===== src/hw/rtl/upd_pkg.sv =====
`default_nettype none
package upd_pkg;

  localparam logic [7:0] CH_PCT   = 8'h25;
  localparam logic [7:0] CH_PLUS  = 8'h2b;
  localparam logic [7:0] CH_SPACE = 8'h20;

  typedef enum logic [1:0] {
    PH_IDLE  = 2'd0,
    PH_PCT   = 2'd1,
    PH_DIGIT = 2'd2
  } phase_t;

  // up to three decoded bytes for one item, in emit order
  typedef struct packed {
    logic [7:0] b0;
    logic [7:0] b1;
    logic [7:0] b2;
    logic [1:0] cnt;
  } dec_t;

  // {is_hex, value}
  function automatic logic [4:0] hex_val(input logic [7:0] c);
    logic [4:0] r;
    r = 5'd0;
    if (c >= 8'h30 && c <= 8'h39) begin
      r = {1'b1, 4'(c - 8'h30)};
    end else if (c >= 8'h61 && c <= 8'h66) begin
      r = {1'b1, 4'(c - 8'h57)};
    end else if (c >= 8'h41 && c <= 8'h46) begin
      r = {1'b1, 4'(c - 8'h37)};
    end
    return r;
  endfunction

  function automatic dec_t push(input dec_t d, input logic [7:0] x);
    dec_t r;
    r = d;
    case (d.cnt)
      2'd0:    r.b0 = x;
      2'd1:    r.b1 = x;
      default: r.b2 = x;
    endcase
    r.cnt = d.cnt + 2'd1;
    return r;
  endfunction

endpackage
`default_nettype wire


===== src/hw/rtl/upd_decode.sv =====
`default_nettype none
module upd_decode import upd_pkg::*; (
  input  wire logic       clk,
  input  wire logic       rst_n,
  input  wire logic [7:0] byte_i,
  input  wire logic       last_i,
  input  wire logic       consume,
  output dec_t            dec,
  output phase_t          phase
);

  phase_t     phase_r, phase_nxt;
  logic [7:0] held_r, held_nxt;
  logic [4:0] hv;
  logic [4:0] hh;
  logic       do_plain;

  assign phase = phase_r;

  always_comb begin
    hv        = hex_val(byte_i);
    hh        = hex_val(held_r);
    dec       = '0;
    phase_nxt = phase_r;
    held_nxt  = held_r;
    do_plain  = 1'b0;

    unique case (phase_r)
      PH_PCT: begin
        if (hv[4]) begin
          held_nxt  = byte_i;
          phase_nxt = PH_DIGIT;
        end else begin
          dec      = push(dec, CH_PCT);
          do_plain = 1'b1;
        end
      end
      PH_DIGIT: begin
        if (hv[4]) begin
          dec       = push(dec, {hh[3:0], hv[3:0]});
          phase_nxt = PH_IDLE;
        end else begin
          dec      = push(dec, CH_PCT);
          dec      = push(dec, held_r);
          do_plain = 1'b1;
        end
      end
      default: do_plain = 1'b1;
    endcase

    if (do_plain) begin
      phase_nxt = PH_IDLE;
      if (byte_i == CH_PCT) begin
        phase_nxt = PH_PCT;
      end else if (byte_i == CH_PLUS) begin
        dec = push(dec, CH_SPACE);
      end else begin
        dec = push(dec, byte_i);
      end
    end

    // flush an escape left open at string end
    if (last_i) begin
      if (phase_nxt == PH_PCT || phase_nxt == PH_DIGIT) begin
        dec = push(dec, CH_PCT);
      end
      if (phase_nxt == PH_DIGIT) begin
        dec = push(dec, held_nxt);
      end
      phase_nxt = PH_IDLE;
    end
  end

  always_ff @(posedge clk) begin
    if (!rst_n) begin
      phase_r <= PH_IDLE;
    end else if (consume) begin
      phase_r <= phase_nxt;
    end
  end

  always_ff @(posedge clk) begin
    if (consume) begin
      held_r <= held_nxt;
    end
  end

endmodule
`default_nettype wire


===== src/hw/rtl/upd_burst.sv =====
`default_nettype none
module upd_burst import upd_pkg::*; (
  input  wire logic       clk,
  input  wire logic       rst_n,
  input  wire logic       load,
  input  wire dec_t       dec,
  input  wire logic       last_i,
  output logic            can_load,
  output logic            out_valid,
  input  wire logic       out_stall,
  output logic [7:0]      out_byte,
  output logic            out_run_last,
  output logic            out_string_last
);

  logic [7:0] b0_r, b1_r, b2_r;
  logic [1:0] cnt_r;
  logic       slast_r;
  logic       take;

  assign out_valid       = (cnt_r != 2'd0);
  assign take            = out_valid && !out_stall;
  assign can_load        = (cnt_r == 2'd0) || (cnt_r == 2'd1 && take);
  assign out_byte        = b0_r;
  assign out_run_last    = (cnt_r == 2'd1);
  assign out_string_last = out_run_last && slast_r;

  always_ff @(posedge clk) begin
    if (!rst_n) begin
      cnt_r <= 2'd0;
    end else if (load && dec.cnt != 2'd0) begin
      cnt_r <= dec.cnt;
    end else if (take) begin
      cnt_r <= cnt_r - 2'd1;
    end
  end

  always_ff @(posedge clk) begin
    if (load && dec.cnt != 2'd0) begin
      b0_r    <= dec.b0;
      b1_r    <= dec.b1;
      b2_r    <= dec.b2;
      slast_r <= last_i;
    end else if (take) begin
      b0_r <= b1_r;
      b1_r <= b2_r;
    end
  end

endmodule
`default_nettype wire


===== src/hw/rtl/url_percent_decoder_top.sv =====
// path: an item is registered at the input, decoded combinationally and loaded into
// the burst register, from which out_byte is driven
// throughput: one item per cycle unless stalled, while each gives at most one byte; the
// output register sends a byte a cycle and stalls input until an item's last byte goes
// reset: synchronous active-low rst_n clears the escape phase and all valid state;
// the held digit is not reset
`default_nettype none
module url_percent_decoder_top import upd_pkg::*; (
  input  wire logic       clk,
  input  wire logic       rst_n,
  input  wire logic       in_valid,
  output logic            in_stall,
  input  wire logic [7:0] in_byte,
  input  wire logic       in_last,
  output logic            out_valid,
  input  wire logic       out_stall,
  output logic [7:0]      out_byte,
  output logic            out_run_last,
  output logic            out_string_last
);

  logic       in_v_r;
  logic [7:0] in_byte_r;
  logic       in_last_r;
  logic       can_load;
  logic       consume;
  dec_t       dec;
  phase_t     phase;

  assign consume  = in_v_r && can_load;
  assign in_stall = in_v_r && !can_load;

  always_ff @(posedge clk) begin
    if (!rst_n) begin
      in_v_r <= 1'b0;
    end else if (!in_stall) begin
      in_v_r <= in_valid;
    end
  end

  always_ff @(posedge clk) begin
    if (!in_stall && in_valid) begin
      in_byte_r <= in_byte;
      in_last_r <= in_last;
    end
  end

  upd_decode u_decode (
    .clk     (clk),
    .rst_n   (rst_n),
    .byte_i  (in_byte_r),
    .last_i  (in_last_r),
    .consume (consume),
    .dec     (dec),
    .phase   (phase)
  );

  upd_burst u_burst (
    .clk             (clk),
    .rst_n           (rst_n),
    .load            (consume),
    .dec             (dec),
    .last_i          (in_last_r),
    .can_load        (can_load),
    .out_valid       (out_valid),
    .out_stall       (out_stall),
    .out_byte        (out_byte),
    .out_run_last    (out_run_last),
    .out_string_last (out_string_last)
  );

`ifndef SYNTH
  // a string end always produces at least one byte
  a_last_emits: assert property (@(posedge clk) disable iff (!rst_n)
    (consume && in_last_r) |-> (dec.cnt != 2'd0))
    else $error("string end gave no output byte");

  // no escape survives a string end
  a_last_clears: assert property (@(posedge clk) disable iff (!rst_n)
    (consume && in_last_r) |=> (phase == PH_IDLE))
    else $error("escape pending after string end");

  a_slast_run: assert property (@(posedge clk) disable iff (!rst_n)
    (out_valid && out_string_last) |-> out_run_last)
    else $error("string_last without run_last");
`endif

endmodule
`default_nettype wire


===== config.mk =====
export PLATFORM = sky130hd
export DESIGN_NAME = url_percent_decoder_top
export DESIGN_NICKNAME = d
export VERILOG_FILES = /design/src/hw/rtl/upd_pkg.sv /design/src/hw/rtl/upd_decode.sv /design/src/hw/rtl/upd_burst.sv /design/src/hw/rtl/url_percent_decoder_top.sv
export SDC_FILE = /design/constraint.sdc
export NUM_CORES = 1
export LEC_CHECK = 0
export BUFFER_PORTS_ARGS = -buffer_cell sky130_fd_sc_hd__buf_2
export CORE_MARGIN = 2
export CORE_UTILIZATION = 61
export CTS_CLUSTER_DIAMETER = 100
export DETAILED_ROUTE_END_ITERATION = 6
export PLACE_DENSITY_LB_ADDON = 0.2
export SYNTH_ARGS = -nofsm -noshare
export SYNTH_HDL_FRONTEND = slang
export SYNTH_SLANG_ARGS = --single-unit

===== constraint.sdc =====
create_clock -name clk -period 6.9 [get_ports clk]
set_input_delay 1.38 -clock clk [delete_from_list [all_inputs] [get_ports clk]]
set_output_delay 1.38 -clock clk [all_outputs]
set_load 0.02 [all_outputs]

== Word level (Yosys, flattened, before mapping) ==
Cells that the tools add are included.

* Register bits: 47
* Bits in latches: 0
* RAM bits: 0
* Memory bits (read-only): 0
* Bits of input ports: 13
* Output and inout bits: 12
* Logic and storage cells: 115
* Memories: 0

* Add/subtract/negate cells: 10
* $mul: 0
* Div/mod/pow operators: 0
* Magnitude comparators: 12
* Eq/ne operators: 10
* Shifts and indexed selects: 0
* Muxes and demuxes: 44
* Bitwise operators: 0
* Reductions and logical operators: 29

{| class="wikitable"
|+ Operators with widths
! kind !! count
|-
| 26-bit 2-to-1 mux || 8
|-
| 8-bit 2-to-1 mux || 18
|-
| 26-bit case mux with 2 select lines || 1
|-
| 8-bit by 7-bit >= comparator with 1-bit output, second input constant || 4
|-
| 8-bit by 7-bit less-or-equal comparator with 1-bit output, second input constant || 4
|-
| 24-bit 2-to-1 mux || 1
|-
| 8-bit by 6-bit == test with 1-bit output, second input constant || 2
|-
| 8-bit by 6-bit >= comparator with 1-bit output, second input constant || 2
|-
| 8-bit by 6-bit less-or-equal comparator with 1-bit output, second input constant || 2
|-
| 4-bit by 3-bit subtractor with 4-bit output, second input constant || 4
|-
| 5-bit 2-to-1 mux || 3
|-
| 1-bit logical AND || 13
|-
| 2-bit by 1-bit == test with 1-bit output, second input constant || 6
|-
| 2-bit 2-to-1 mux || 6
|-
| 4-bit 2-to-1 mux || 3
|-
| 2-bit logical NOT || 4
|-
| 2-bit OR reduction || 4
|-
| 4-bit by 1-bit subtractor with 4-bit output, second input constant || 2
|-
| 2-bit by 1-bit adder with 2-bit output, second input constant || 3
|-
| 2-bit nonzero test || 3
|-
| 2-bit == test, second input constant || 2
|-
| 2-bit case mux with 2 select lines || 1
|-
| 1-bit logical NOT || 3
|-
| 1-bit 2-to-1 mux || 3
|-
| 2 further kinds || 3
|}

== Depth between registers and ports, before layout ==
* Depth in word-level cells: 26
* Depth in mapped cells: 22

== By module ==
A second synthesis with hierarchy kept.

* Cell total of the unflattened synthesis: 302
* Area, all modules: 3181.8 um^2

{| class="wikitable"
|+ By module, submodules not included
! module !! times used !! cells each !! area each (um^2) !! seq. area each (um^2)
|-
| upd_decode || 1 || 224 || 1691.6 || 280.3
|-
| upd_burst || 1 || 64 || 1166.1 || 790.8
|-
| url_percent_decoder_top || 1 || 14 || 324.1 || 290.3
|}

== Worst setup path after synthesis ==
No wires, ideal clock.

* Path type: register to register
* Start: register in_byte_r[0]
* End: register u_burst.b1_r[0] (enable)
* Setup time: 0.411 ns
* Arrival: 4.480 ns
* Data required time: 6.489 ns
* Slack: 2.009 ns
* Cell stages (with the launch flop): 16
* Cell sequence: edfxtp_1 > ha_1 > nor3b_1 > nor3_2 > nor3_1 > inv_1 > ha_1 > nand2_1 > o22a_1 > ha_1 > mux2_2 > ha_1 > a21o_1 > a21oi_1 > a211oi_4 > o21ai_0

* Word-level cells in the longest chain between the ends: 20
* Elaborated cells between the ends (all ways): 39

{| class="wikitable"
|+ RTL lines
! element !! RTL line !! text
|-
| from (decl) || url_percent_decoder_top.sv:23 || <nowiki>logic [7:0] in_byte_r;</nowiki>
|-
| from (signal assigned) || url_percent_decoder_top.sv:43 || <nowiki>in_byte_r <= in_byte;</nowiki>
|-
| 8-bit by 7-bit >= comparator with 1-bit output / 8-bit by 7-bit less-or-equal comparator with 1-bit output (equally long branches) || upd_pkg.sv:30 || <nowiki>end else if (c >= 8'h41 && c <= 8'h46) begin</nowiki>
|-
| 1-bit logical AND || upd_pkg.sv:30 ||
|-
| 5-bit 2-to-1 mux || upd_pkg.sv:30 ||
|-
| 5-bit 2-to-1 mux || upd_pkg.sv:28 || <nowiki>end else if (c >= 8'h61 && c <= 8'h66) begin</nowiki>
|-
| 5-bit 2-to-1 mux || upd_pkg.sv:26 || <nowiki>if (c >= 8'h30 && c <= 8'h39) begin</nowiki>
|-
| 26-bit 2-to-1 mux / 24-bit 2-to-1 mux (equally long branches) || upd_decode.sv:39, upd_decode.sv:30 ||
|-
| 26-bit case mux with 2 select lines || upd_decode.sv:28 || <nowiki>unique case (phase_r)</nowiki>
|-
| 2-bit by 1-bit adder with 2-bit output || upd_pkg.sv:44 || <nowiki>r.cnt = d.cnt + 2'd1;</nowiki>
|-
| [4 not listed] || -- ||
|-
| 26-bit 2-to-1 mux || upd_decode.sv:64 || <nowiki>if (phase_nxt == PH_PCT || phase_nxt == PH_DIGIT) begin</nowiki>
|-
| 26-bit 2-to-1 mux || upd_decode.sv:63 || <nowiki>if (last_i) begin</nowiki>
|-
| 2-bit by 1-bit adder with 2-bit output || upd_pkg.sv:44 ||
|-
| 26-bit 2-to-1 mux || upd_decode.sv:67 || <nowiki>if (phase_nxt == PH_DIGIT) begin</nowiki>
|-
| 26-bit 2-to-1 mux * || upd_decode.sv:63 ||
|-
| 2-bit nonzero test * || upd_burst.sv:39 || <nowiki>if (load && dec.cnt != 2'd0) begin</nowiki>
|-
| 1-bit logical AND * || upd_burst.sv:39 ||
|-
| 2-bit nonzero test (no source line) * || -- ||
|-
| to (signal assigned) || upd_burst.sv:41 || <nowiki>b1_r <= dec.b1;</nowiki>
|-
| to (signal assigned) || upd_burst.sv:46 || <nowiki>b1_r <= b2_r;</nowiki>
|-
| to (decl) || upd_burst.sv:16 || <nowiki>logic [7:0] b0_r, b1_r, b2_r;</nowiki>
|}

Mark *: on every way between the ends. The rest lies on a longest branch, timed or not. The select of a mux whose other input is x is not followed.
A chain may end at the register's enable or synchronous reset.

== Worst setup path in the final report ==
* Start: register in_byte_r[0]
* End: register u_burst.b1_r[1] (data pin)

* Word-level cells in the longest chain between the ends: 20
* Elaborated cells between the ends (all ways): 49

{| class="wikitable"
|+ RTL lines
! element !! RTL line
|-
| 8-bit by 7-bit >= comparator with 1-bit output / 8-bit by 7-bit less-or-equal comparator with 1-bit output (equally long branches) || upd_pkg.sv:30
|-
| 1-bit logical AND || upd_pkg.sv:30
|-
| 5-bit 2-to-1 mux || upd_pkg.sv:30
|-
| 5-bit 2-to-1 mux || upd_pkg.sv:28
|-
| 5-bit 2-to-1 mux || upd_pkg.sv:26
|-
| 26-bit 2-to-1 mux / 24-bit 2-to-1 mux (equally long branches) || upd_decode.sv:39, upd_decode.sv:30
|-
| 26-bit case mux with 2 select lines || upd_decode.sv:28
|-
| 2-bit by 1-bit adder with 2-bit output || upd_pkg.sv:44
|-
| [4 not listed] || --
|-
| 26-bit 2-to-1 mux || upd_decode.sv:64
|-
| 26-bit 2-to-1 mux || upd_decode.sv:63
|-
| 2-bit by 1-bit adder with 2-bit output || upd_pkg.sv:44
|-
| 26-bit 2-to-1 mux || upd_decode.sv:67
|-
| 26-bit 2-to-1 mux * || upd_decode.sv:63
|-
| 2-bit nonzero test || upd_burst.sv:39
|-
| 1-bit logical AND || upd_burst.sv:39
|-
| 8-bit 2-to-1 mux * || upd_burst.sv:39
|}

Marked as above.

==> results.json <==
{
  "sw_frac_of_total": 0.316,
  "arrival_ns": 5.76,
  "power_switching_mw": 0.246,
  "place_hpwl_um": 6830,
  "clkSinkCount": 47,
  "yosysSeqAreaShare": 0.407,
  "finalCritPeriodShare": 0.824,
  "place_congestion": 1.09,
  "rows": 26,
  "avgViaCountPerCell": 7.02,
  "crit_path_end_kind": "flop",
  "setup_violations": 0,
  "insertion_delay_ns": 0.32,
  "whs_ns": 0.552,
  "die_h_um": 78.0,
  "fin_skew_ns": 0.0150,
  "nets": 382,
  "r2r-start": "in_byte_r[0]",
  "pwr-share-clk": 0.282,
  "worstHoldStart": "u_burst.b1_r[2]",
  "post-place-ws_ns": 1.38,
  "internal_power_mw": 0.532,
  "numCtsBuffers": 5,
  "required_ns": 6.98,
  "cts_tree": "yes",
  "dr.pass1.iters": 6,
  "powerDensity_nw_per_um2": 216,
  "tightest_slew_ns": 1.18,
  "synth_edf_count": 42,
  "fp.dieArea_um2": 6090,
  "overflow": 0,
  "antenna_found_initial": 0,
  "finalCriticalPeriod_ns": 5.68,
  "nFillCells": 382,
  "finalSetupTns_ns": 0,
  "path_class": "reg -> reg",
  "synth_area_leaders": "edfxtp_1 38%, ha_1 6.4%, inv_1 3.0%",
  "yosys.area.top_type": "edfxtp_1",
  "synth_cells": 333,
  "critPathLaunchType": "flop",
  "synth.distinct_cells": 68,
  "hold_viol_final": 0,
  "path_clk_slew_ns": 0.10,
  "instances_no_fill": 423,
  "status": "finished, final reports clean",
  "area_delta_synth_final_pct": 7.78,
  "ctsResizeCount": 0,
  "cap_violations": 0,
  "slew_headroom": 0.202,
  "die_w_um": 78.0,
  "min_to": "u_burst.out_byte[2]",
  "synth_top_area_frac": 0.377,
  "start_util": 0.643,
  "ys.flop_type": "edfxtp_1",
  "worst_slack_ns": 1.22,
  "grt_pass1_wl_um": 14300,
  "grt_max_degree": 22,
  "pwr-share-seq": 0.497,
  "postSynthAreaPerCell_um2": 10.0,
  "rsz0062_at_grt": "false",
  "ir_drop_mv": 0.158,
  "first_global_vias": 2721,
  "reg2reg_depth": 16,
  "grt_usage": 0.307,
  "io_pins": 25,
  "fmax_mhz": 176,
  "drtIter0Drc": 415,
  "async_reset_ff_frac": 0,
  "hold_buffers": 0,
  "min_path_type": "reg -> reg",
  "htree_num_levels": 2,
  "yosysWarnings": 0,
  "syn-cell-area_um2": 3340,
  "drive_above_1_share": 0.147,
  "cts_buffer_depth": 2,
  "drt-total-wl_um": 9130,
  "io_buffers": 24,
  "r2r_slack_ns": 1.22,
  "leakagePower_nw": 1.45,
  "pwr-share-comb": 0.222,
  "drc_errors": 0,
  "rr_endpoint": "u_burst.b1_r[1]",
  "wl_per_cell_um": 21.6,
  "post_cts.repair.setup_buffers": 0,
  "cts_root_buffer": "clkbuf_8",
  "post-route-util": 0.693,
  "finalMaxSlewViolations": 0,
  "ys_ff_latch": 47,
  "synth_nets": 363,
  "place_inst": 415,
  "antenna_cells": 0,
  "fp.coreArea_um2": 5200,
  "whs_path_depth": 1,
  "ant_nets": 0,
  "via_count": 2971,
  "crit_fanout": 21
}
registers in the layout, summed over array words and instances, names as in the netlist:
register          count
in_byte_r             8
in_last_r             1
in_v_r                1
u_burst.b1_r          8
u_burst.b2_r          8
u_burst.cnt_r         2
u_burst.out_byte      8
u_burst.slast_r       1
u_decode.held_r       8
u_decode.phase        2
cells in the mapped netlist, types with 6 or more instances:
cell type / count
a21o_1: 7
a21oi_1: 16
a31oi_1: 9
and2_1: 8
clkbuf_1: 7
edfxtp_1: 42
ha_1: 17
inv_1: 27
mux2i_1: 6
nand2_1: 21
nand3_1: 13
nor2_1: 16
nor2b_1: 7
o21ai_0: 6
xnor2_1: 6
layout by cell type, fill, tap and decap left out, drive strengths merged, types with 10 or more instances in the layout:
| cell | n |
|---|---|
| edfxtp | 42 |
| inv | 29 |
| buf | 26 |
| nand2 | 21 |
| ha | 17 |
| a21oi | 17 |
| nor2 | 16 |
| nand3 | 13 |
| o21ai | 10 |
worst max-delay path, stage by stage (launching register included):
cell and delay [ns]:
edfxtp_1 0.53, ha_1 0.30, nor3b_1 0.35, nor3_2 0.16, nor3_1 0.60, inv_1 0.23
ha_1 0.33, nand2_1 0.11, o22a_1 0.24, ha_1 0.30, mux2_2 0.29, ha_1 0.31
a21o_1 0.20, a21oi_1 0.56, a211oi_4 0.19, inv_2 0.39, mux2_2 0.38
power by group through the flow:
stage | Sequential (mW) | Clock [mW] | Combinational, mW
floorplan | 0.393 | 0 | 0.114
global placement | 0.390 | 0 | 0.165
detailed placement | 0.391 | 0 | 0.169
CTS | 0.385 | 0.216 | 0.170
global route | 0.390 | 0.226 | 0.185
finish | 0.387 | 0.219 | 0.173
worst max-delay path by stage:
| stage | slack [ns] | depth (start not counted) | from | end |
|---|---|---|---|---|
| after floorplan | 2.01 | 15 | in_byte_r[0] | u_burst.b1_r[0] |
| after global placement | 1.55 | 16 | in_byte_r[0] | u_burst.out_byte[2] |
| after detailed placement | 1.38 | 16 | in_byte_r[0] | u_burst.b1_r[7] |
| after CTS | 1.35 | 17 | in_byte_r[1] | u_burst.b1_r[7] |
| after global routing | 0.84 | 17 | in_byte_r[1] | u_burst.b1_r[1] |
| final | 1.22 | 16 | in_byte_r[0] | u_burst.b1_r[1] |
per-stage QoR:
| step | area, um2 | power [mW] |
|---|---|---|
| 4_1_cts | 3600 | 0.771 |
| 5_1_grt | 3600 | 0.802 |
| 6_report | 3600 | 0.778 |
| 3_3_place_gp | 3490 | 0.556 |
| 2_1_floorplan | 3340 | 0.507 |
| 3_5_place_dp | 3490 | 0.560 |
cell type report:
| cell class | count | area, um2 | share of cell area |
|---|---|---|---|
| clock buffers | 5 | 68.8 | 0.0191 |
| flip-flops and latches | 47 | 1360 | 0.378 |
| well taps | 70 | 87.6 | 0.0243 |
| inverters | 28 | 105 | 0.0292 |
| multi-input cells | 244 | 1800 | 0.499 |
| repair buffers | 26 | 135 | 0.0375 |
| clock inverters | 3 | 47.5 | 0.0132 |
kinds of logic (layout without fill, tap and decap cells):
group           Yosys count  count (layout)  share of synthesized area
compound gates          110             110                      0.250
flops                    47              47                      0.407
simple gates             95              95                      0.153
mux                      15              15                     0.0527
xor+xnor                  7               7                     0.0183
buf+inv                  42              62                     0.0550
fa+ha+maj                17              17                     0.0636
layer usage:
layer,vias up,share of wire,track usage
li1,1322,-,-
met1,1416,0.40,0.416
met2,198,0.47,0.499
met3,35,0.097,0.0586
met4,0,0.031,0.100
met5,-,0,0
Power figures use the tool's default switching activity.
